## src/rtl/assert_macros.svh

```systemverilog
//------------------------------------------------------------------------------
// assert_macros.svh
// Shared concurrent assertion macros, clocked on the rising edge and
// disabled while the asynchronous reset is asserted.
//------------------------------------------------------------------------------
`ifndef ASSERT_MACROS_SVH
`define ASSERT_MACROS_SVH

// property holds at every enabled clock edge
`define ASSERT_AT(label, clk, rst_n, prop, msg) \
	label: assert property (@(posedge clk) disable iff (!rst_n) (prop)) else $error(msg);

// consequent holds in the cycle after antecedent
`define ASSERT_NEXT(label, clk, rst_n, ante, cons, msg) \
	label: assert property (@(posedge clk) disable iff (!rst_n) (ante) |=> (cons)) else $error(msg);

`endif

```

## src/rtl/opsfd_pkg.sv

```systemverilog
//------------------------------------------------------------------------------
// opsfd_pkg
// Types and constants shared by the preamble/SFD trigger modules.
//------------------------------------------------------------------------------
`default_nettype none

package opsfd_pkg;

	localparam int SYMBOL_SAMPLES = 64;
	localparam int WIN_LEN        = 63;
	localparam int TAPS           = 32;
	localparam int NUM_SYMS       = 3;
	localparam int GROUPS         = 4;
	localparam int GROUP_TAPS     = 8;
	localparam int POWER_W        = 24;
	localparam int THR_W          = 16;
	localparam int RHS_W          = THR_W + POWER_W;
	localparam int LHS_SHIFT      = 8;
	localparam int QDEPTH         = 8;
	localparam int QPTR_W         = 3;
	localparam int QCNT_W         = 4;
	localparam int FRONT_CNT_W    = 3;
	localparam int APB_ADDR_W     = 2;
	localparam int APB_DATA_W     = 32;

	localparam logic [APB_ADDR_W-1:0] ADDR_THRESHOLD = '0;

	localparam logic [THR_W-1:0] THRESHOLD_RESET = 16'd2048;

	// correlator rows
	localparam int SYM_ZERO  = 0;
	localparam int SYM_SEVEN = 1;
	localparam int SYM_A     = 2;

	// bit k set: tap k has coefficient sign -1
	localparam logic [TAPS-1:0] TAP_NEG [NUM_SYMS] = '{
		32'b0100_0010_0011_1111_0010_1101_1001_1100,
		32'b1100_0100_0010_0011_1111_0010_1101_1000,
		32'b0110_1010_0111_1000_1100_1001_0001_0111
	};

	typedef struct packed {
		logic zero;
		logic seven;
		logic sym_a;
	} flags_t;

endpackage

`default_nettype wire

```

## src/rtl/opsfd_fifo.sv

```systemverilog
//------------------------------------------------------------------------------
// opsfd_fifo
// Small flag queue between the correlator front and the trigger back end.
//------------------------------------------------------------------------------
`default_nettype none
`include "assert_macros.svh"

module opsfd_fifo (
	input  wire logic                          clk,
	input  wire logic                          arst_n,
	input  wire logic                          push,
	input  wire opsfd_pkg::flags_t             push_data,
	input  wire logic                          pop,
	output opsfd_pkg::flags_t                  head,
	output logic                               empty,
	output logic [opsfd_pkg::QCNT_W-1:0]       count
);

	opsfd_pkg::flags_t                 mem_q [opsfd_pkg::QDEPTH];
	logic [opsfd_pkg::QPTR_W-1:0]      wr_ptr_q;
	logic [opsfd_pkg::QPTR_W-1:0]      rd_ptr_q;
	logic [opsfd_pkg::QCNT_W-1:0]      count_q;
	logic                              full;

	assign full  = (count_q == opsfd_pkg::QCNT_W'(opsfd_pkg::QDEPTH));
	assign empty = (count_q == '0);
	assign count = count_q;
	assign head  = mem_q[rd_ptr_q];

	always_ff @(posedge clk or negedge arst_n) begin
		if (!arst_n) begin
			wr_ptr_q <= '0;
			rd_ptr_q <= '0;
			count_q  <= '0;
		end else begin
			if (push)
				wr_ptr_q <= wr_ptr_q + 1'b1;
			if (pop)
				rd_ptr_q <= rd_ptr_q + 1'b1;
			if (push && !pop)
				count_q <= count_q + 1'b1;
			else if (pop && !push)
				count_q <= count_q - 1'b1;
		end
	end

	always_ff @(posedge clk) begin
		if (push)
			mem_q[wr_ptr_q] <= push_data;
	end

	`ASSERT_AT(a_fifo_no_overflow, clk, arst_n, !(push && !pop && full), "flag queue overflow")
	`ASSERT_AT(a_fifo_no_underflow, clk, arst_n, !(pop && empty), "flag queue underflow")

endmodule

`default_nettype wire

```

## config.mk

```make
export PLATFORM = sky130hd
export DESIGN_NAME = opsfd_fifo
export DESIGN_NICKNAME = d
export VERILOG_FILES = /design/src/rtl/opsfd_pkg.sv /design/src/rtl/opsfd_fifo.sv
export VERILOG_INCLUDE_DIRS = /design/src /design/src/rtl
export SDC_FILE = /design/constraint.sdc
export NUM_CORES = 1
export LEC_CHECK = 0
export BUFFER_PORTS_ARGS = -buffer_cell sky130_fd_sc_hd__buf_2
export CORE_MARGIN = 3
export CORE_UTILIZATION = 40
export CTS_CLUSTER_DIAMETER = 200
export DETAILED_ROUTE_END_ITERATION = 7
export PLACE_DENSITY_LB_ADDON = 0.08
export SYNTH_ARGS = -nofsm -noshare
export SYNTH_HDL_FRONTEND = slang
export SYNTH_SLANG_ARGS = --single-unit
```

## constraint.sdc

```tcl
create_clock -name clk -period 1.8 [get_ports clk]
set_input_delay 0.09 -clock clk [delete_from_list [all_inputs] [get_ports clk]]
set_output_delay 0.09 -clock clk [all_outputs]
set_load 0.03 [all_outputs]
```

# ---- Word level (Yosys, flattened, before mapping)
# Memory sizes are Yosys's and may differ from the RTL's.
# Index checks and enable logic that the tools add are counted.
dict set report word_totals {
  ff_bits 10
  mem_bits_rw 24
  in_bits 7
  output_inout_bits 8
  word_cells 18
  memories 1
}
# memory words width rd rd_clocked_by_memory_dff write_ports line_no
set memory_table {}
lappend memory_table {mem_q 8 3 1 0 1 opsfd_fifo.sv:19} ;# opsfd_pkg::flags_t mem_q [opsfd_pkg::QDEPTH];
dict set report op_classes {
  n_addsub 4
  mux 4
  reduce_logical 6
}
# op n
set ops {}
lappend ops {{$mux W4} 2}
lappend ops {{$add A3 B1 Y3 const B} 2}
lappend ops {{$add A4 B1 Y4 const B} 1}
lappend ops {{$logic_not A4 Y1} 1}
lappend ops {{$sub A4 B1 Y4 const B} 1}
lappend ops {{$logic_and A1 B1 Y1} 2}
lappend ops {{$logic_not A1 Y1} 2}
lappend ops {{$mux W1} 2}
lappend ops {{$reduce_bool A2 Y1} 1}

# ---- Logic depth before layout (Yosys ltp)
# Gate-level depths: netlist (run 1).
dict set report logic_depth {
  word_depth 4
  depth_mapped 7
  mapped_depth_nobuf 7
}

# ---- Worst setup path after synthesis (run 1)
# OpenSTA, ideal clock, no wires.
dict set report synth_timing {
  path_kind {register -> output}
  from {reg count_q (netlist bit count[0])}
  to {out empty}
  arrival_time_ns 1.578
  required_ns 1.710
  path_slack_ns 0.132
  path_stages_with_launch 2
  n_path_buf 0
  cell_sequence {dfrtp_1 > nor4_1}
}
dict set report synth_between {
  elab_chain_len 1
}
# item line_no
set synth_lines {}
lappend synth_lines {{start: declaration} opsfd_fifo.sv:22} ;# logic [opsfd_pkg::QCNT_W-1:0] count_q;
lappend synth_lines {{start signal: assignment} opsfd_fifo.sv:41} ;# count_q <= count_q + 1'b1;
lappend synth_lines {{start signal: assignment} opsfd_fifo.sv:43} ;# count_q <= count_q - 1'b1;
lappend synth_lines {{$logic_not A4 Y1} opsfd_fifo.sv:26} ;# assign empty = (count_q == '0);
lappend synth_lines {{end: declaration} opsfd_fifo.sv:15} ;# output logic empty,
# No other way between the ends.

==> impl_metrics.tcl, run 1 <==
set metrics [dict create \
    outcome "complete, but fails checks" \
    violations "setup timing" \
    path_cells "mux4_2, mux2_4, buf_6" \
    synth.cell_area_um2 1530 \
    maxSlewHeadroom_pct 69.3 \
    firstDrtPassIters 4 \
    start_util_pct 43.6 \
    coreArea_um2 3490 \
    gp_congestion 0.803 \
    critPathArrivalTime_ns 1.75 \
    cts_made_buffers 5 \
    cp-start-kind "flip-flop" \
    track_usage_pct 14.3 \
    die_h_um 67.8 \
    synth_area_per_cell_um2 16.2 \
    rr_endpoint "count[3]" \
    setup_violations 3 \
    worstPathMaxFanout 8 \
    drt-total-wl_um 2680 \
    cpPeakStageDelay_ns 0.54 \
    io-pin-count 15 \
    grt_start_max_net_pins 12 \
    cp-end-kind "primary output" \
    cap_violations 0 \
    fin_crit_sh_pct 102 \
    overflow 0 \
    powerDensity_nw_per_um2 1750 \
    dpl.cell_count 154 \
    io_buffers 14 \
    r2r_start "count[2]" \
    path_clk_slew_ns 0.07 \
    synth_nets 107 \
    drc 0 \
    synth_warnings 0 \
    finClkSkew_ns 0.00254 \
    cp_num_cells 3 \
    path_class "flip-flop to primary output" \
    synth_area_leader_cell "edfxtp_1" \
    hpwl_um 1960 \
    critical_path.endpoint "head[0]" \
    cp-startpoint "rd_ptr_q[0]" \
    drt_iter0_markers 35 \
    utilization_pct 50.9 \
    dr_total_vias 832 \
    layout.nets 129 \
    grt_pass1_wl_um 4580 \
    syn_inst 94 \
    clk_path_buf_depth 2 \
    path_buf_inv 1 \
    avgRoutedWirePerCell_um 16.4 \
    period_minus_slack_ns 1.84 \
    synth_top_cell_area_share_pct 47.3 \
    die_w_um 67.8 \
    cts_tree "yes" \
    cp.required_ns 1.71 \
    num_antenna_cells 0 \
    fin_setup_tns_ns -0.114 \
    maxSlewViolCount 0 \
    r2r_setup_slack_ns 0.18 \
    drive_gt1_share_pct 32.5 \
    htreeDepth 2 \
    ys_types 25 \
    ir_worst_vdd_uv 791 \
    via_per_inst 5.10 \
    antenna_found_initial 0 \
    hold_viol_final 0 \
    synth_area_leaders "edfxtp_1 47%, dfrtp_1 16%, mux4_1 10%, mux2_2 4.4%, ha_1 4.1%" \
    ys_seq_area_share_pct 63.7 \
    antenna_left 0 \
    worst_slew_pin_slew_ns 0.457 \
    rows 21 \
    insertion_delay_ns 0.28 \
    crit_family "multiplexers" \
    rsz0062_at_grt "true" \
    cts_root_buf "clkbuf_8" \
    syn_to_final_growth_pct 16.7 \
    clock_sinks 34 \
    cp_slowest_cell "mux4_2" \
    fmax_ghz 0.542 \
    ys_seq_elements 34 \
    leakage_nw 0.665 \
    hold_path_class "primary input to flip-flop" \
    die-area_um2 4590 \
    grt_pass1_vias 875 \
    finalWorstSetupSlack_ns -0.0437 \
    r2r_cells 4 \
    fin_cells 163 \
]
[placed cells by master, fill, tap and decap left out]
cell / instances
buf_6: 3
buf_2: 11
mux2_2: 4
buf_4: 3
a21oi_1: 2
nand2_1: 6
or4_1: 1
or3_1: 1
dfrtp_2: 1
nor3_1: 3
nand2b_1: 3
inv_1: 2
edfxtp_1: 24
nand3_1: 2
xnor2_1: 4
dfrtp_1: 9
a2111o_1: 1
dlygate4sd3_1: 1
mux2_4: 2
fa_1: 1
clkbuf_8: 5
nor2_1: 6
mux2i_1: 1
clkinv_2: 2
o21ai_0: 1
xor2_1: 2
mux4_2: 6
bufinv_16: 1
o211ai_1: 2
nand3b_1: 1
ha_1: 5
nor4_1: 1
[area by class of cell]
class	count	area (um^2)
clock buffer	5	68.8
clock inverter	3	40.0
fill	308	1710
inverter	2	7.51
multi-input combinational	55	513
sequential	34	972
tap	46	57.6
timing repair buffer	18	121
[what timing repair did]
action,CTS,global route
hold buffers,1,0
resized for setup,15,0
gates cloned,0,0
endpoints found under the setup margin,3,3
endpoints found under the hold margin,10,0
setup buffers,0,0
[cells by family after synthesis]
logic type	synth area share, %
xor+xnor	3.45
buf+inv	1.72
flops	63.7
simple gates	7.63
fa+ha+maj	5.41
compound gates	2.71
mux	15.4
[Yosys cell counts (all sizes together)]
master and count:
dfrtp 10, nand3 2, fa 1, o21ai 1
nor2 6, nand3b 1, nor3 3, mux2i 1
nand2 6, nand2b 3, a2111o 1, edfxtp 24
buf 1, xnor2 4, ha 5, or3 1
a21oi 2, mux4 6, clkbuf 2, inv 2
or4 1, xor2 2, mux2 6, nor4 1
o211ai 2
[metal layers]
metal	track usage, %	part of all wire [%]	vias to the layer above
li1	-	-	398
met1	18.7	46	406
met2	21.3	48	25
met3	3.66	5.4	3
met4	8.35	0.52	0
met5	0	0	-
[per-stage QoR]
step / hold WS [ns] / area [um^2] / setup slack [ns] / total power, mW
2_1_floorplan: -0.206 / 1530 / 0.132 / 2.07
3_3_place_gp: -0.0238 / 1660 / 0.128 / 2.30
3_5_place_dp: -0.0260 / 1660 / 0.0727 / 2.32
4_1_cts: 0.0572 / 1780 / -0.0900 / 3.16
5_1_grt: 0.0764 / 1780 / -0.135 / 3.32
6_report: 0.0606 / 1780 / -0.0437 / 3.11
[power by group]
part / leakage [nW] / switching (mW) / internal [mW]
Sequential: 0.335 / 0.241 / 1.04
Clock: 0.0579 / 0.271 / 0.407
Combinational: 0.272 / 0.561 / 0.589
Total: 0.665 / 1.07 / 2.04
[sequential cells by signal, indices dropped and copies added, names as in the netlist]
| name | flops |
|---|---|
| wr_ptr_q | 3 |
| rd_ptr_q | 3 |
| mem_q | 24 |
| count | 4 |
[worst min-delay path by stage]
stage                        endpoint    from  slack (ns)  depth (start not counted)
after detailed placement  rd_ptr_q[2]  arst_n       -0.03                          1
after global placement    rd_ptr_q[2]  arst_n       -0.02                          1
final                     rd_ptr_q[0]     pop        0.06                          2
after CTS                 rd_ptr_q[0]     pop        0.06                          2
after floorplan              count[0]  arst_n       -0.21                          0
after global routing      rd_ptr_q[0]     pop        0.08                          2
Note: power is estimated with default switching activity, not from simulation.
==> run 2: changes to the inputs <==
ABC_AREA = 1   (was default)
==> impl_metrics.tcl, run 2 <==
set metrics [dict create \
    die_w_um 68.5 \
    path_cells "buf_4, nand2_1, nand2_1, nand2_1, o21ai_1, nand2_1, nand2_1, buf_2" \
    ff_latch_area_um2 972 \
    ir_worst_vdd_uv 609 \
    firstDrtPassIters 4 \
    synth_area_per_cell_um2 10.1 \
    layout.nets 189 \
    synth_area_leader_cell "edfxtp_1" \
    maxSlewHeadroom_pct 77.8 \
    finalWorstSetupSlack_ns 0.172 \
    met1_length_um 1360 \
    gp_congestion 0.794 \
    cp.required_ns 1.71 \
    antenna_found_initial 0 \
    maxSlewViolCount 0 \
    htreeDepth 2 \
    ys_types 18 \
    cpPeakStageDelay_ns 0.49 \
    outcome "finished, final reports clean" \
    highest-signal-layer "met4" \
    ys_async_sr_fraction_pct 29.4 \
    syn_to_final_growth_pct 14.1 \
    drive_gt1_share_pct 16.4 \
    clock_sinks 34 \
    nFillCells 365 \
    cp-start-kind "flip-flop" \
    fin_crit_sh_pct 90.4 \
    cp-end-kind "primary output" \
    hpwl_um 2170 \
    path_buf_inv 2 \
    fin_cells 225 \
    hold_depth 2 \
    grt_start_max_net_pins 13 \
    synthTopCellsByCount "57 x nand2_1, 24 x edfxtp_1, 15 x nor2_1, 12 x inv_1, 10 x dfrtp_1" \
    crit_family "flip-flops" \
    insertion_delay_ns 0.28 \
    r2r_cells 6 \
    wl_met2_um 1410 \
    drt-total-wl_um 2940 \
    cts_root_buf "clkbuf_8" \
    worstPathMaxFanout 10 \
    r2r_setup_slack_ns 0.40 \
    cts_setup_buffers 0 \
    top_register "mem_q" \
    leakage_nw 0.786 \
    multi_input_area_um2 518 \
    path_class "flip-flop to primary output" \
    crit_top_cell "nand2_1" \
    rr_endpoint "count[3]" \
    hold_viol_final 0 \
    die-area_um2 4690 \
    cts_tree "yes" \
    synth_top_cell_area_share_pct 46.2 \
    powerDensity_nw_per_um2 1640 \
    start_util_pct 42.0 \
    ys_seq_elements 34 \
    die_h_um 68.5 \
    synth_warnings 0 \
    antenna_left 0 \
    track_usage_pct 14.9 \
    layout_common_cells "57 x nand2_1, 24 x edfxtp_1, 15 x nor2_1, 14 x buf_2, 11 x inv_1" \
    cp_slowest_cell "dfrtp_2" \
    worst_slew_pin_slew_ns 0.332 \
    place_ws_ns 0.275 \
    clk_path_buf_depth 2 \
    syn_inst 155 \
    io_buffers 14 \
    fmax_ghz 0.614 \
    synth_area_leaders "edfxtp_1 46%, dfrtp_1 16%, nand2_1 14%, ha_1 4.0%, nor2_1 3.6%" \
    final_common_cell "nand2_1" \
    ys_seq_area_share_pct 62.2 \
    fin_setup_tns_ns 0 \
    synth_nets 168 \
    drt_iter0_markers 42 \
    min_to "rd_ptr_q[0]" \
    avgRoutedWirePerCell_um 13.1 \
    coreArea_um2 3720 \
    met3_length_um 140 \
    io-pin-count 15 \
    min-delay-start "pop" \
    via_per_inst 4.65 \
    utilization_pct 47.9 \
    path_clk_slew_ns 0.06 \
    dpl.cell_count 216 \
    grt_pass1_vias 1022 \
    synthFlopType "edfxtp_1" \
    synth.cell_area_um2 1560 \
    synth_edf_count 24 \
    rsz0062_at_grt "false" \
    drc 0 \
    period_minus_slack_ns 1.63 \
    cap_violations 0 \
    dr_total_vias 1047 \
    overflow 0 \
    hold_path_class "primary input to flip-flop" \
    r2r_start "count[2]" \
    yosys.cell_count.top_type "nand2_1" \
    critPathArrivalTime_ns 1.54 \
    num_antenna_cells 0 \
    grt_pass1_wl_um 4800 \
    rows 22 \
    largest_reg_flops 24 \
    cts_made_buffers 5 \
    setup_violations 0 \
    finClkSkew_ns 0.00352 \
]
==> run 2: cell types whose count changed after synthesis, moves of 3 or more <==
cell / before / now
nor3_1: 3 / 0
nor2_1: 6 / 15
o21ai_0: 1 / 9
nand2b_1: 3 / 0
mux4_1: 6 / 0
nand2_1: 6 / 57
inv_1: 2 / 12
mux2_2: 6 / 0
o21ai_1: 0 / 6
==> run 2: routing by layer <==
metal | track usage [%] | vias to the layer above
met3 | 5.42 | 4
li1 | - | 545
met2 | 23.0 | 16
met5 | 0 | -
met4 | 7.44 | 0
met1 | 18.1 | 482
==> run 2: worst register-to-register path: stages (launching register included) <==
cell	delay (ns)
dfrtp_1	0.41
ha_1	0.36
or2_2	0.29
nand2_1	0.07
nand2_1	0.05
nand3_1	0.07
nand2_1	0.05
==> run 2: stage by stage <==
stage          hold slack (ns)  total power [mW]  area [um^2]
6_report                0.0408              2.93         1780
3_3_place_gp           -0.0214              2.36         1680
4_1_cts                 0.0345              2.95         1780
2_1_floorplan           -0.206              2.08         1560
3_5_place_dp           -0.0133              2.37         1680
5_1_grt                 0.0492              3.19         1780
==> run 2: power by group <==
group | switching [mW] | leakage (nW) | internal [mW]
Combinational | 0.766 | 0.401 | 0.401
Clock | 0.250 | 0.0482 | 0.308
Sequential | 0.193 | 0.337 | 1.01
==> run 2: layout make-up <==
class                      instances  share of cell area (%)
inverter                          13                    2.88
clock buffer                       7                    4.85
clock inverter                     1                   0.281
sequential                        34                    54.6
multi-input combinational        106                    29.1
timing repair buffer              16                    4.92
tap                               48                    3.37
==> run 2: cells by family after synthesis <==
| kind of cell | synth area share (%) |
|---|---|
| buffers and inverters | 4.57 |
| xor gates and xnor gates | 2.81 |
| DFF | 62.2 |
| and+or+nand+nor | 20.0 |
| adders and majority gates | 5.29 |
| AOI/OAI and AO/OA | 5.13 |
==> run 2: how the worst max path moves through the flow <==
stage	from	cells past startpoint	to	slack, ns
2_1_floorplan	count[0]	1	empty	0.13
3_3_place_gp	pop	10	count[3]	0.33
3_5_place_dp	pop	10	count[3]	0.28
4_1_cts	rd_ptr_q[0]	8	head[0]	0.03
5_1_grt	rd_ptr_q[0]	8	head[0]	0.01
6_report	rd_ptr_q[0]	8	head[0]	0.17
==> run 2: repair_timing <==
item                                    4_1_cts  5_1_grt
endpoints found under the setup margin        0        3
hold buffers                                  1        0
gates resized for setup                       0        4
hold endpoints to repair                     10        0
