## src/rtl/assert_macros.svh

```systemverilog
//------------------------------------------------------------------------------
// assert_macros.svh
// Shared concurrent assertion macros, clocked on the rising edge and
// disabled while the asynchronous reset is asserted.
//------------------------------------------------------------------------------
`ifndef ASSERT_MACROS_SVH
`define ASSERT_MACROS_SVH

// property holds at every enabled clock edge
`define ASSERT_AT(label, clk, rst_n, prop, msg) \
	label: assert property (@(posedge clk) disable iff (!rst_n) (prop)) else $error(msg);

// consequent holds in the cycle after antecedent
`define ASSERT_NEXT(label, clk, rst_n, ante, cons, msg) \
	label: assert property (@(posedge clk) disable iff (!rst_n) (ante) |=> (cons)) else $error(msg);

`endif

```

## src/rtl/opsfd_pkg.sv

```systemverilog
//------------------------------------------------------------------------------
// opsfd_pkg
// Types and constants shared by the preamble/SFD trigger modules.
//------------------------------------------------------------------------------
`default_nettype none

package opsfd_pkg;

	localparam int SYMBOL_SAMPLES = 64;
	localparam int WIN_LEN        = 63;
	localparam int TAPS           = 32;
	localparam int NUM_SYMS       = 3;
	localparam int GROUPS         = 4;
	localparam int GROUP_TAPS     = 8;
	localparam int POWER_W        = 24;
	localparam int THR_W          = 16;
	localparam int RHS_W          = THR_W + POWER_W;
	localparam int LHS_SHIFT      = 8;
	localparam int QDEPTH         = 8;
	localparam int QPTR_W         = 3;
	localparam int QCNT_W         = 4;
	localparam int FRONT_CNT_W    = 3;
	localparam int APB_ADDR_W     = 2;
	localparam int APB_DATA_W     = 32;

	localparam logic [APB_ADDR_W-1:0] ADDR_THRESHOLD = '0;

	localparam logic [THR_W-1:0] THRESHOLD_RESET = 16'd2048;

	// correlator rows
	localparam int SYM_ZERO  = 0;
	localparam int SYM_SEVEN = 1;
	localparam int SYM_A     = 2;

	// bit k set: tap k has coefficient sign -1
	localparam logic [TAPS-1:0] TAP_NEG [NUM_SYMS] = '{
		32'b0100_0010_0011_1111_0010_1101_1001_1100,
		32'b1100_0100_0010_0011_1111_0010_1101_1000,
		32'b0110_1010_0111_1000_1100_1001_0001_0111
	};

	typedef struct packed {
		logic zero;
		logic seven;
		logic sym_a;
	} flags_t;

endpackage

`default_nettype wire

```

## src/rtl/opsfd_back.sv

```systemverilog
//------------------------------------------------------------------------------
// opsfd_back
// Flag histories, trigger decision and output register.
//------------------------------------------------------------------------------
`default_nettype none
`include "assert_macros.svh"

module opsfd_back #(
	parameter int ZERO_SYMBOLS = 6
) (
	input  wire logic               clk,
	input  wire logic               arst_n,
	input  wire opsfd_pkg::flags_t  q_head,
	input  wire logic               q_empty,
	output logic                    q_pop,
	output logic                    trigger,
	output logic                    trigger_valid,
	input  wire logic               trigger_ready
);

	localparam int ZDEPTH = opsfd_pkg::SYMBOL_SAMPLES * (ZERO_SYMBOLS + 1);

	logic [ZDEPTH-1:0]                   zero_hist_q;
	logic [opsfd_pkg::SYMBOL_SAMPLES-1:0] seven_hist_q;
	logic                                out_valid_q;
	logic                                trigger_q;
	logic                                trig;

	assign q_pop = !q_empty && (!out_valid_q || trigger_ready);

	always_comb begin
		trig = q_head.sym_a && seven_hist_q[opsfd_pkg::SYMBOL_SAMPLES-1];
		for (int j = 2; j <= ZERO_SYMBOLS + 1; j++)
			trig = trig && zero_hist_q[opsfd_pkg::SYMBOL_SAMPLES * j - 1];
	end

	always_ff @(posedge clk or negedge arst_n) begin
		if (!arst_n) begin
			zero_hist_q  <= '0;
			seven_hist_q <= '0;
			out_valid_q  <= 1'b0;
		end else begin
			if (q_pop) begin
				zero_hist_q  <= {zero_hist_q[ZDEPTH-2:0], q_head.zero};
				seven_hist_q <= {seven_hist_q[opsfd_pkg::SYMBOL_SAMPLES-2:0], q_head.seven};
				out_valid_q  <= 1'b1;
			end else if (trigger_ready) begin
				out_valid_q  <= 1'b0;
			end
		end
	end

	always_ff @(posedge clk) begin
		if (q_pop)
			trigger_q <= trig;
	end

	assign trigger       = trigger_q;
	assign trigger_valid = out_valid_q;

	`ASSERT_NEXT(a_back_pop_shows, clk, arst_n, q_pop, out_valid_q, "popped result not presented")

endmodule

`default_nettype wire

```

## config.mk

```make
export PLATFORM = sky130hd
export DESIGN_NAME = opsfd_back
export DESIGN_NICKNAME = d
export VERILOG_FILES = /design/src/rtl/opsfd_pkg.sv /design/src/rtl/opsfd_back.sv
export VERILOG_INCLUDE_DIRS = /design/src /design/src/rtl
export SDC_FILE = /design/constraint.sdc
export NUM_CORES = 1
export LEC_CHECK = 0
export BUFFER_PORTS_ARGS = -buffer_cell sky130_fd_sc_hd__buf_2
export CAP_MARGIN = 20
export CORE_MARGIN = 2
export CORE_UTILIZATION = 30
export CTS_BUF_LIST = sky130_fd_sc_hd__clkbuf_16
export CTS_CLUSTER_DIAMETER = 50
export DETAILED_ROUTE_END_ITERATION = 8
export PLACE_DENSITY = 0.53
export SLEW_MARGIN = 25
export SYNTH_ARGS = -nofsm -noshare
export SYNTH_HDL_FRONTEND = slang
export SYNTH_SLANG_ARGS = --single-unit
```

## constraint.sdc

```tcl
create_clock -name clk -period 1.4 [get_ports clk]
set_input_delay 0.28 -clock clk [delete_from_list [all_inputs] [get_ports clk]]
set_output_delay 0.28 -clock clk [all_outputs]
set_load 0.05 [all_outputs]
```

# After elaboration in Yosys (flattened, before gate mapping)
# Index checks and enable logic that the tools add are counted.
# W data, S select, Z words.
dict set report totals {
  ff_bits 514
  latch_bits 0
  ramBits 0
  romBits 0
  input_bits 7
  out_inout_bits 3
  wordCells 18
  mem_count 0
}
dict set report op_classes {
  add_sub_neg 0
  n_mul 0
  div 0
  magnitude_cmp 0
  eq_ne 0
  shifts 0
  muxes 2
  bitwise 0
  reduce_logical 12
}
# operator n
set ops {}
lappend ops {{$logic_and A1 B1 Y1} 8}
lappend ops {{$logic_not A1 Y1} 2}
lappend ops {{$mux W1} 2}
lappend ops {{$reduce_bool A2 Y1} 1}
lappend ops {{$logic_or A1 B1 Y1} 1}

# Depth between registers and ports, before layout
# Gate-level depths: netlist of the first run.
dict set report depth {
  depth_word 7
  ltp_mapped 5
  depth_no_buf 3
}

# Least setup slack after synthesis of the first run
# No wires, ideal clock.
dict set report synth_timing {
  path_kind {register to register}
  from {reg out_valid_q, in the netlist trigger_valid}
  to {reg zero_hist_q[426]}
  setup_time_ps 125
  t_arrival_ps 1704
  t_required_ps 1275
  slack_ps -429
  stages_incl_launch_ff 5
  n_path_buf 2
  synth_period_minus_slack_ps 1829
  cell_sequence {dfrtp_1 > a21oi_4 > buf_2 > buf_4 > mux2_2}
}
dict set report synth_via {
  elab_chain_len 3
}
# element line_no
set synth_lines {}
lappend synth_lines {{start: declaration} opsfd_back.sv:25} ;# logic out_valid_q;
lappend synth_lines {{start signal: assignment} opsfd_back.sv:41} ;# out_valid_q <= 1'b0;
lappend synth_lines {{start signal: assignment} opsfd_back.sv:46} ;# out_valid_q <= 1'b1;
lappend synth_lines {{start signal: assignment} opsfd_back.sv:48} ;# out_valid_q <= 1'b0;
lappend synth_lines {{$logic_not A1 Y1} opsfd_back.sv:29} ;# assign q_pop = !q_empty && (!out_valid_q || trigger_ready);
lappend synth_lines {{$logic_or A1 B1 Y1} opsfd_back.sv:29}
lappend synth_lines {{$logic_and A1 B1 Y1} opsfd_back.sv:29}
lappend synth_lines {{named net q_pop} opsfd_back.sv:15} ;# output logic q_pop,
lappend synth_lines {{end signal: assignment} opsfd_back.sv:44} ;# zero_hist_q <= {zero_hist_q[ZDEPTH-2:0], q_head.zero};
lappend synth_lines {{end: declaration} opsfd_back.sv:23} ;# logic [ZDEPTH-1:0] zero_hist_q;
# The timed path passes the listed nets, and every way through them passes these cells.
# A chain may end at the register's enable or synchronous reset.

# Final worst setup path of the first run
dict set report layout_timing {
  from {reg out_valid_q, in the netlist trigger_valid}
  to {out q_pop}
}
dict set report layout_via {
  elab_chain_len 3
}
# element line_no
set layout_lines {}
lappend layout_lines {{$logic_not A1 Y1} opsfd_back.sv:29}
lappend layout_lines {{$logic_or A1 B1 Y1} opsfd_back.sv:29}
lappend layout_lines {{$logic_and A1 B1 Y1} opsfd_back.sv:29}
lappend layout_lines {{end: declaration} opsfd_back.sv:15}
# Every way passes these cells.

==> results of run 1 <==
## through the flow
step	cells	TNS (ns)	worst slack, ns
global placement	1951	-94.97	-0.234
CTS	2096	-191.35	-0.591
floorplan	1089	-75.56	-0.159
detailed placement	1951	-96.06	-0.258
global route	2103	-196.25	-0.589
finish	2103	-168.51	-0.515
## worst min-delay path by stage
stage	from	endpoint	slack [ns]	depth (start not counted)
2_1_floorplan	arst_n	seven_hist_q[0]$_DFFE_PN0P_	-0.02	0
3_3_place_gp	arst_n	zero_hist_q[14]$_DFFE_PN0P_	0.22	1
3_5_place_dp	arst_n	zero_hist_q[14]$_DFFE_PN0P_	0.22	1
4_1_cts	arst_n	seven_hist_q[19]$_DFFE_PN0P_	0.18	2
5_1_grt	arst_n	zero_hist_q[358]$_DFFE_PN0P_	0.20	2
6_report	arst_n	zero_hist_q[14]$_DFFE_PN0P_	0.21	2
## routing by layer
metal / vias to the layer above / GRT usage / routed length (µm)
met5: - / 0 / 0
met4: 0 / 0.0349 / 763
met3: 58 / 0.0213 / 1050
met2: 73 / 0.136 / 13200
met1: 4825 / 0.127 / 15100
li1: 4108 / - / -
## cell type report
cell class                 count  area (µm²)
fill                        5807       38800
sequential                   514       12900
multi-input combinational    517        6540
timing repair buffer         133        2190
clock buffer                  53        1330
tap                          846        1060
clock inverter                38         191
inverter                       2        7.51
## cell usage in the layout (no fill, tap or decap)
cell	count
a21oi_4	1
buf_12	46
buf_16	16
buf_2	6
buf_4	28
buf_6	7
buf_8	17
bufbuf_16	1
bufinv_16	1
clkbuf_16	60
clkinv_1	15
clkinv_2	7
clkinv_4	2
clkinvlp_4	1
dfrtp_1	512
dfrtp_2	1
dlygate4sd3_1	5
edfxtp_1	1
inv_1	14
mux2_2	315
mux2_4	197
nand4_1	2
nor2_1	1
o21ai_0	1
## sequential cells by signal (all words and copies together) (netlist names)
name           count
zero_hist_q      448
trigger_valid      1
seven_hist_q      64
trigger            1
## where the power goes
group	switching (mW)	internal, mW
Clock	5.49	6.98
Combinational	1.08	1.46
Sequential	0.246	15.4
Total	6.81	23.9
## repair_timing
action / 4_1_cts / 5_1_grt
setup buffers: 30 / 12
hold endpoints to repair: 325 / 0
endpoints found under the setup margin: 504 / 510
pin swaps: 1 / 1
resized for setup: 126 / 155
gates cloned: 19 / 10
hold buffers: 5 / 0
## worst max-delay path: stages (launching register included)
cell and delay, ns:
dfrtp_2 0.42, a21oi_4 0.17, buf_12 0.13, buf_16 0.11, buf_8 0.10, buf_12 0.12
## cell families (layout without fill, tap and decap cells)
| logic type | count (synthesis) | in the layout |
|---|---|---|
| AO/OA/AOI/OAI | 2 | 2 |
| buffers and inverters | 58 | 226 |
| flip-flops | 514 | 514 |
| multiplexers | 512 | 512 |
| AND/OR/NAND/NOR | 3 | 3 |
==> metrics.md, run 1 <==
| Metric | Value |
|---|---|
| Outcome | finished, violations left |
| Failing checks | setup timing |
| Clock Skew | 0.0100 ns |
| FF-to-FF Start | trigger_valid$_DFFE_PN0P_ |
| Critical path launch point | trigger_valid$_DFFE_PN0P_ |
| Yosys cell types | 10 |
| Type of origin of the critical path | flop |
| Number of nets in the layout | 1227 |
| Die Area | 65600 µm² |
| Cell with the most instances after synthesis | dfrtp_1 |
| Design Area, Final | 24200 µm² |
| WL/cell | 14.3 µm |
| Post-route antenna net violation count | 0 |
| Dpl hpwl | 15400 µm |
| Syn Std Cell Area | 19100 µm² |
| Initial Utilization | 0.303 |
| Seq/Total Area, Yosys | 0.675 |
| Drt pass-1 iters | 4 |
| Layout area overhead | 26.8% |
| Die Width | 256 µm |
| Initial DRC count | 325 |
| WL final | 30200 µm |
| Mux cell area share after synthesis | 0.302 |
| Post-Synthesis Cells | 1089 |
| Yosys top cell area share | 0.673 |
| Placed cell area | 20700 µm² |
| Synthesized-area fraction occupied by adder cells | 0 |
| Critical path peak fanout | 2 |
| GR Util All Layers | 0.0907 |
| Slew headroom | 0.741 |
| Global-route wire length before repair | 49900 µm |
| Pwr/cell area | 1270 nW/µm² |
| Req. time, crit path | 1.12 ns |
| Total Power | 30.7 mW |
| Worst-Margin Slew | 0.389 ns |
| WHS | 0.214 ns |
| Core region area | 63000 µm² |
| Gpl congestion | 0.650 |
| Clk buf depth | 3 |
| N_diodes | 0 |
| Vias in the first global route | 9883 |
| LEAKAGE | 12.1 nW |
| Setup crit end kind | primary output |
| Critical setup path kind | reg2out |
| Hold Vio Cnt, Final | 0 |
| CTS Buf Count | 52 |
| GRT overflow | 0 |
| CP endpoint | q_pop |
| Std cell rows | 92 |
| Worst setup margin | -0.515 ns |
| Minimum clock period | 1.92 ns |
| Worst R2R Setup Slack | -0.51 ns |
| Syn_area_per_cell | 17.5 µm² |
| Ranking of synthesized cells by area | dfrtp_1, mux2_2, buf_4 |
| Max rail drop VDD | 0.805 mV |
| Via count | 9064 |
| Top FF cell, synth | dfrtp_1 |
| RSZ-0062 raised after global routing | true |
| Reg2Reg Depth | 7 |
| Port-buffer cells | 9 |
| Max Cap Viol | 0 |
| Share of cells above drive strength 1 | 0.562 |
| Post-synth top area cell | dfrtp_1 |
| Yosys reg bits | 514 |
| Clock Sinks | 514 |
| Worst-path clk slew | 0.05 ns |
| Root Buffer | clkbuf_16 |
| XOR/XNOR share of the synthesized area | 0 |
| Endpoints failing setup | 508 |
| Top cells by count, synth | dfrtp_1, mux2_2, buf_4 |
| I/O pin count | 10 |
| Number of remaining DRC errors | 0 |
| Fmax | 522 MHz |
| Largest family of logic cells by synthesized area | multiplexers |
| Async set-or-reset flop fraction in the synthesized netlist | 0.998 |
| Initial antenna violation count | 0 |
| EDFF count, synth | 1 |
| Critical R2R Capture | zero_hist_q[18]$_DFFE_PN0P_ |
| TritonCTS clock tree | done |
| Synth Area in Simple Gates | 0.000853 |
| Final Util | 0.384 |
| YS warnings | 0 |
| Syn_nets | 1096 |
| Via density | 4.31 |
| Max H-tree Level | 2 |
| Chip Height | 256 µm |
| Pin count of the biggest net entering global routing | 75 |
| Tightest Hold Check Type | in2async |
| Final Cycle Share | 1.37 |
| Post-synthesis compound-gate area fraction | 0.00112 |
| Clk Latency, worst-skew pair | 0.58 ns |
| Worst Path Arrival | 1.64 ns |
| Final slew viol count | 0 |
No activity file was read; power rests on OpenSTA's default activity.
==> run 2, diff against run 1 <==
CORE_ASPECT_RATIO = 2   (was unset)
TNS_END_PERCENT = 20   (was unset)
==> metrics.md, run 2 (synthesized netlist as in run 1, its figures left out) <==
| Metric | Value |
|---|---|
| Worst Path Arrival | 2.29 ns (was 1.64 ns) |
| Req. time, crit path | 1.85 ns (was 1.12 ns) |
| Hold Path Origin | q_head[0] |
| Fmax | 546 MHz (was 522 MHz) |
| Most common cell after layout, fill and taps aside | dfrtp_1 (unchanged) |
| Worst-path clk slew | 0.06 ns (was 0.05 ns) |
| Most frequent cells in the layout | dfrtp_1, mux2_2, mux2_4 (unchanged) |
| Layout area overhead | 22.9% (was 26.8%) |
| Number of remaining DRC errors | 0 (unchanged) |
| Biggest register | zero_hist_q (unchanged) |
| N_diodes | 0 (unchanged) |
| Initial Utilization | 0.304 (was 0.303) |
| Critical R2R Capture | zero_hist_q[276]$_DFFE_PN0P_ (was zero_hist_q[18]$_DFFE_PN0P_) |
| Die Width | 182 µm (was 256 µm) |
| Max Cap Viol | 0 (unchanged) |
| Reg2Reg Depth | 7 (unchanged) |
| Endpoints failing setup | 516 (was 508) |
| Std cell rows | 130 (was 92) |
| Pwr/cell area | 1340 nW/µm² (was 1270 nW/µm²) |
| Worst R2R Setup Slack | -0.43 ns (was -0.51 ns) |
| Worst setup margin | -0.431 ns (was -0.515 ns) |
| Initial DRC count | 268 (was 325) |
| GR Util All Layers | 0.0923 (was 0.0907) |
| Chip Height | 361 µm (was 256 µm) |
| Post-route antenna net violation count | 0 (unchanged) |
| LEAKAGE | 11.8 nW (was 12.1 nW) |
| Outcome | finished, violations left (unchanged) |
| GRT overflow | 0 (unchanged) |
| RSZ-0062 raised after global routing | true (unchanged) |
| Worst-Margin Slew | 0.452 ns (was 0.389 ns) |
| Setup crit end kind | flop (was primary output) |
| Gpl congestion | 0.649 (was 0.650) |
| Final Util | 0.373 (was 0.384) |
| Failing checks | setup timing (unchanged) |
| Critical path peak fanout | 14 (was 2) |
| Max reg flops | 448 (unchanged) |
| TritonCTS clock tree | done (unchanged) |
| Tightest Hold Check Type | in2reg (was in2async) |
| FF-to-FF Start | trigger_valid$_DFFE_PN0P_ (unchanged) |
| Number of nets in the layout | 1192 (was 1227) |
| Vias in the first global route | 10.1k (was 9883) |
| Global-route wire length before repair | 50600 µm (was 49900 µm) |
| Total Power | 31.3 mW (was 30.7 mW) |
| Minimum clock period | 1.83 ns (was 1.92 ns) |
| Dpl hpwl | 17000 µm (was 15400 µm) |
| Slew headroom | 0.699 (was 0.741) |
| Top Registers | zero_hist_q x448, seven_hist_q x64 (unchanged) |
| WL/cell | 14.9 µm (was 14.3 µm) |
| Hold depth | 3 |
| Clk buf depth | 3 (unchanged) |
| Final slew viol count | 0 (unchanged) |
| Root Buffer | clkbuf_16 (unchanged) |
| I/O pin count | 10 (unchanged) |
| CTS Buf Count | 48 (was 52) |
| Final Cycle Share | 1.31 (was 1.37) |
| Share of cells above drive strength 1 | 0.555 (was 0.562) |
| Clock Sinks | 514 (unchanged) |
| Pre-CTS setup slack | -0.290 ns (was -0.258 ns) |
| Via density | 4.43 (was 4.31) |
| Hold Vio Cnt, Final | 0 (unchanged) |
| Critical setup path kind | reg2reg (was reg2out) |
| Clock Skew | 0.0156 ns (was 0.0100 ns) |
| Max rail drop VDD | 0.771 mV (was 0.805 mV) |
| Fill count | 5833 (was 5807) |
| WL final | 30100 µm (was 30200 µm) |
| Port-buffer cells | 9 (unchanged) |
| Clk Latency, worst-skew pair | 0.57 ns (was 0.58 ns) |
| Drt pass-1 iters | 4 (unchanged) |
| Via count | 8921 (was 9064) |
| Pin count of the biggest net entering global routing | 60 (was 75) |
| Core region area | 62800 µm² (was 63000 µm²) |
| Hold path endpoint | trigger$_DFFE_PP_ |
| Type of origin of the critical path | flop (unchanged) |
| Initial antenna violation count | 0 (unchanged) |
| Max H-tree Level | 2 (unchanged) |
| Die Area | 65700 µm² (was 65600 µm²) |
| Setup TNS | -144.07 ns (was -168.51 ns) |
run 2: changes by cell type in the layout (fill, tap and decap cells not counted), moves of 2 or more:
cell | previous run | this run
mux2_2 | 315 | 373
buf_12 | 46 | 24
clkinv_4 | 2 | 0
clkbuf_16 | 60 | 56
mux2_4 | 197 | 139
clkinv_1 | 15 | 9
buf_8 | 17 | 9
bufinv_16 | 1 | 7
buf_6 | 7 | 4
run 2: where the power goes:
group	internal, mW	switching [mW]
clock network	7.68	5.60
logic	1.35	1.01
registers	15.4	0.281
run 2: routing by layer:
metal / vias to the layer above / track usage / part of all wire
li1: 4021 / - / -
met5: - / 0 / 0
met4: 0 / 0.0402 / 0.031
met1: 4776 / 0.106 / 0.41
met2: 72 / 0.168 / 0.53
met3: 52 / 0.0147 / 0.025
run 2: worst max-delay path by stage:
stage	startpoint	to	slack [ns]	cells after the start
global placement	trigger_ready	zero_hist_q[104]$_DFFE_PN0P_	-0.27	6
global route	trigger_valid$_DFFE_PN0P_	zero_hist_q[276]$_DFFE_PN0P_	-0.50	7
CTS	trigger_valid$_DFFE_PN0P_	q_pop	-0.50	4
finish	trigger_valid$_DFFE_PN0P_	zero_hist_q[276]$_DFFE_PN0P_	-0.43	7
detailed placement	trigger_ready	zero_hist_q[104]$_DFFE_PN0P_	-0.29	6
floorplan	trigger_valid$_DFFE_PN0P_	zero_hist_q[0]$_DFFE_PN0P_	-0.16	4
run 2: per-stage QoR:
| stage | instances | cell area [µm²] | hold slack (ns) |
|---|---|---|---|
| floorplan | 1089 | 19200 | -0.0156 |
| global placement | 1892 | 20500 | 0.247 |
| detailed placement | 1892 | 20500 | 0.240 |
| CTS | 2009 | 22900 | 0.171 |
| global route | 2015 | 23400 | 0.203 |
| finish | 2015 | 23400 | 0.205 |
run 2: layout make-up:
cell class	instances	area, µm²	share of cell area
clock buffer	49	1230	0.0523
timing repair buffer	102	1640	0.0699
clock inverter	39	383	0.0163
sequential	514	12900	0.549
multi-input combinational	517	6320	0.270
inverter	2	7.51	0.000320
tap	792	991	0.0423
run 2: worst max-delay path, cell delays in order (launching register included):
cell,delay [ns]
dfrtp_2,0.42
a21oi_4,0.19
buf_12,0.15
buf_4,0.11
buf_12,0.14
clkbuf_16,0.21
buf_16,0.16
mux2_2,0.34
run 2: repair_timing:
| item | 4_1_cts | 5_1_grt |
|---|---|---|
| setup endpoints to repair | 505 | 516 |
| hold buffers | 5 | 0 |
| pin swaps | 1 | 1 |
| setup buffers | 14 | 3 |
| cloned | 10 | 10 |
| resized for setup | 108 | 90 |
| hold endpoints to repair | 190 | 0 |
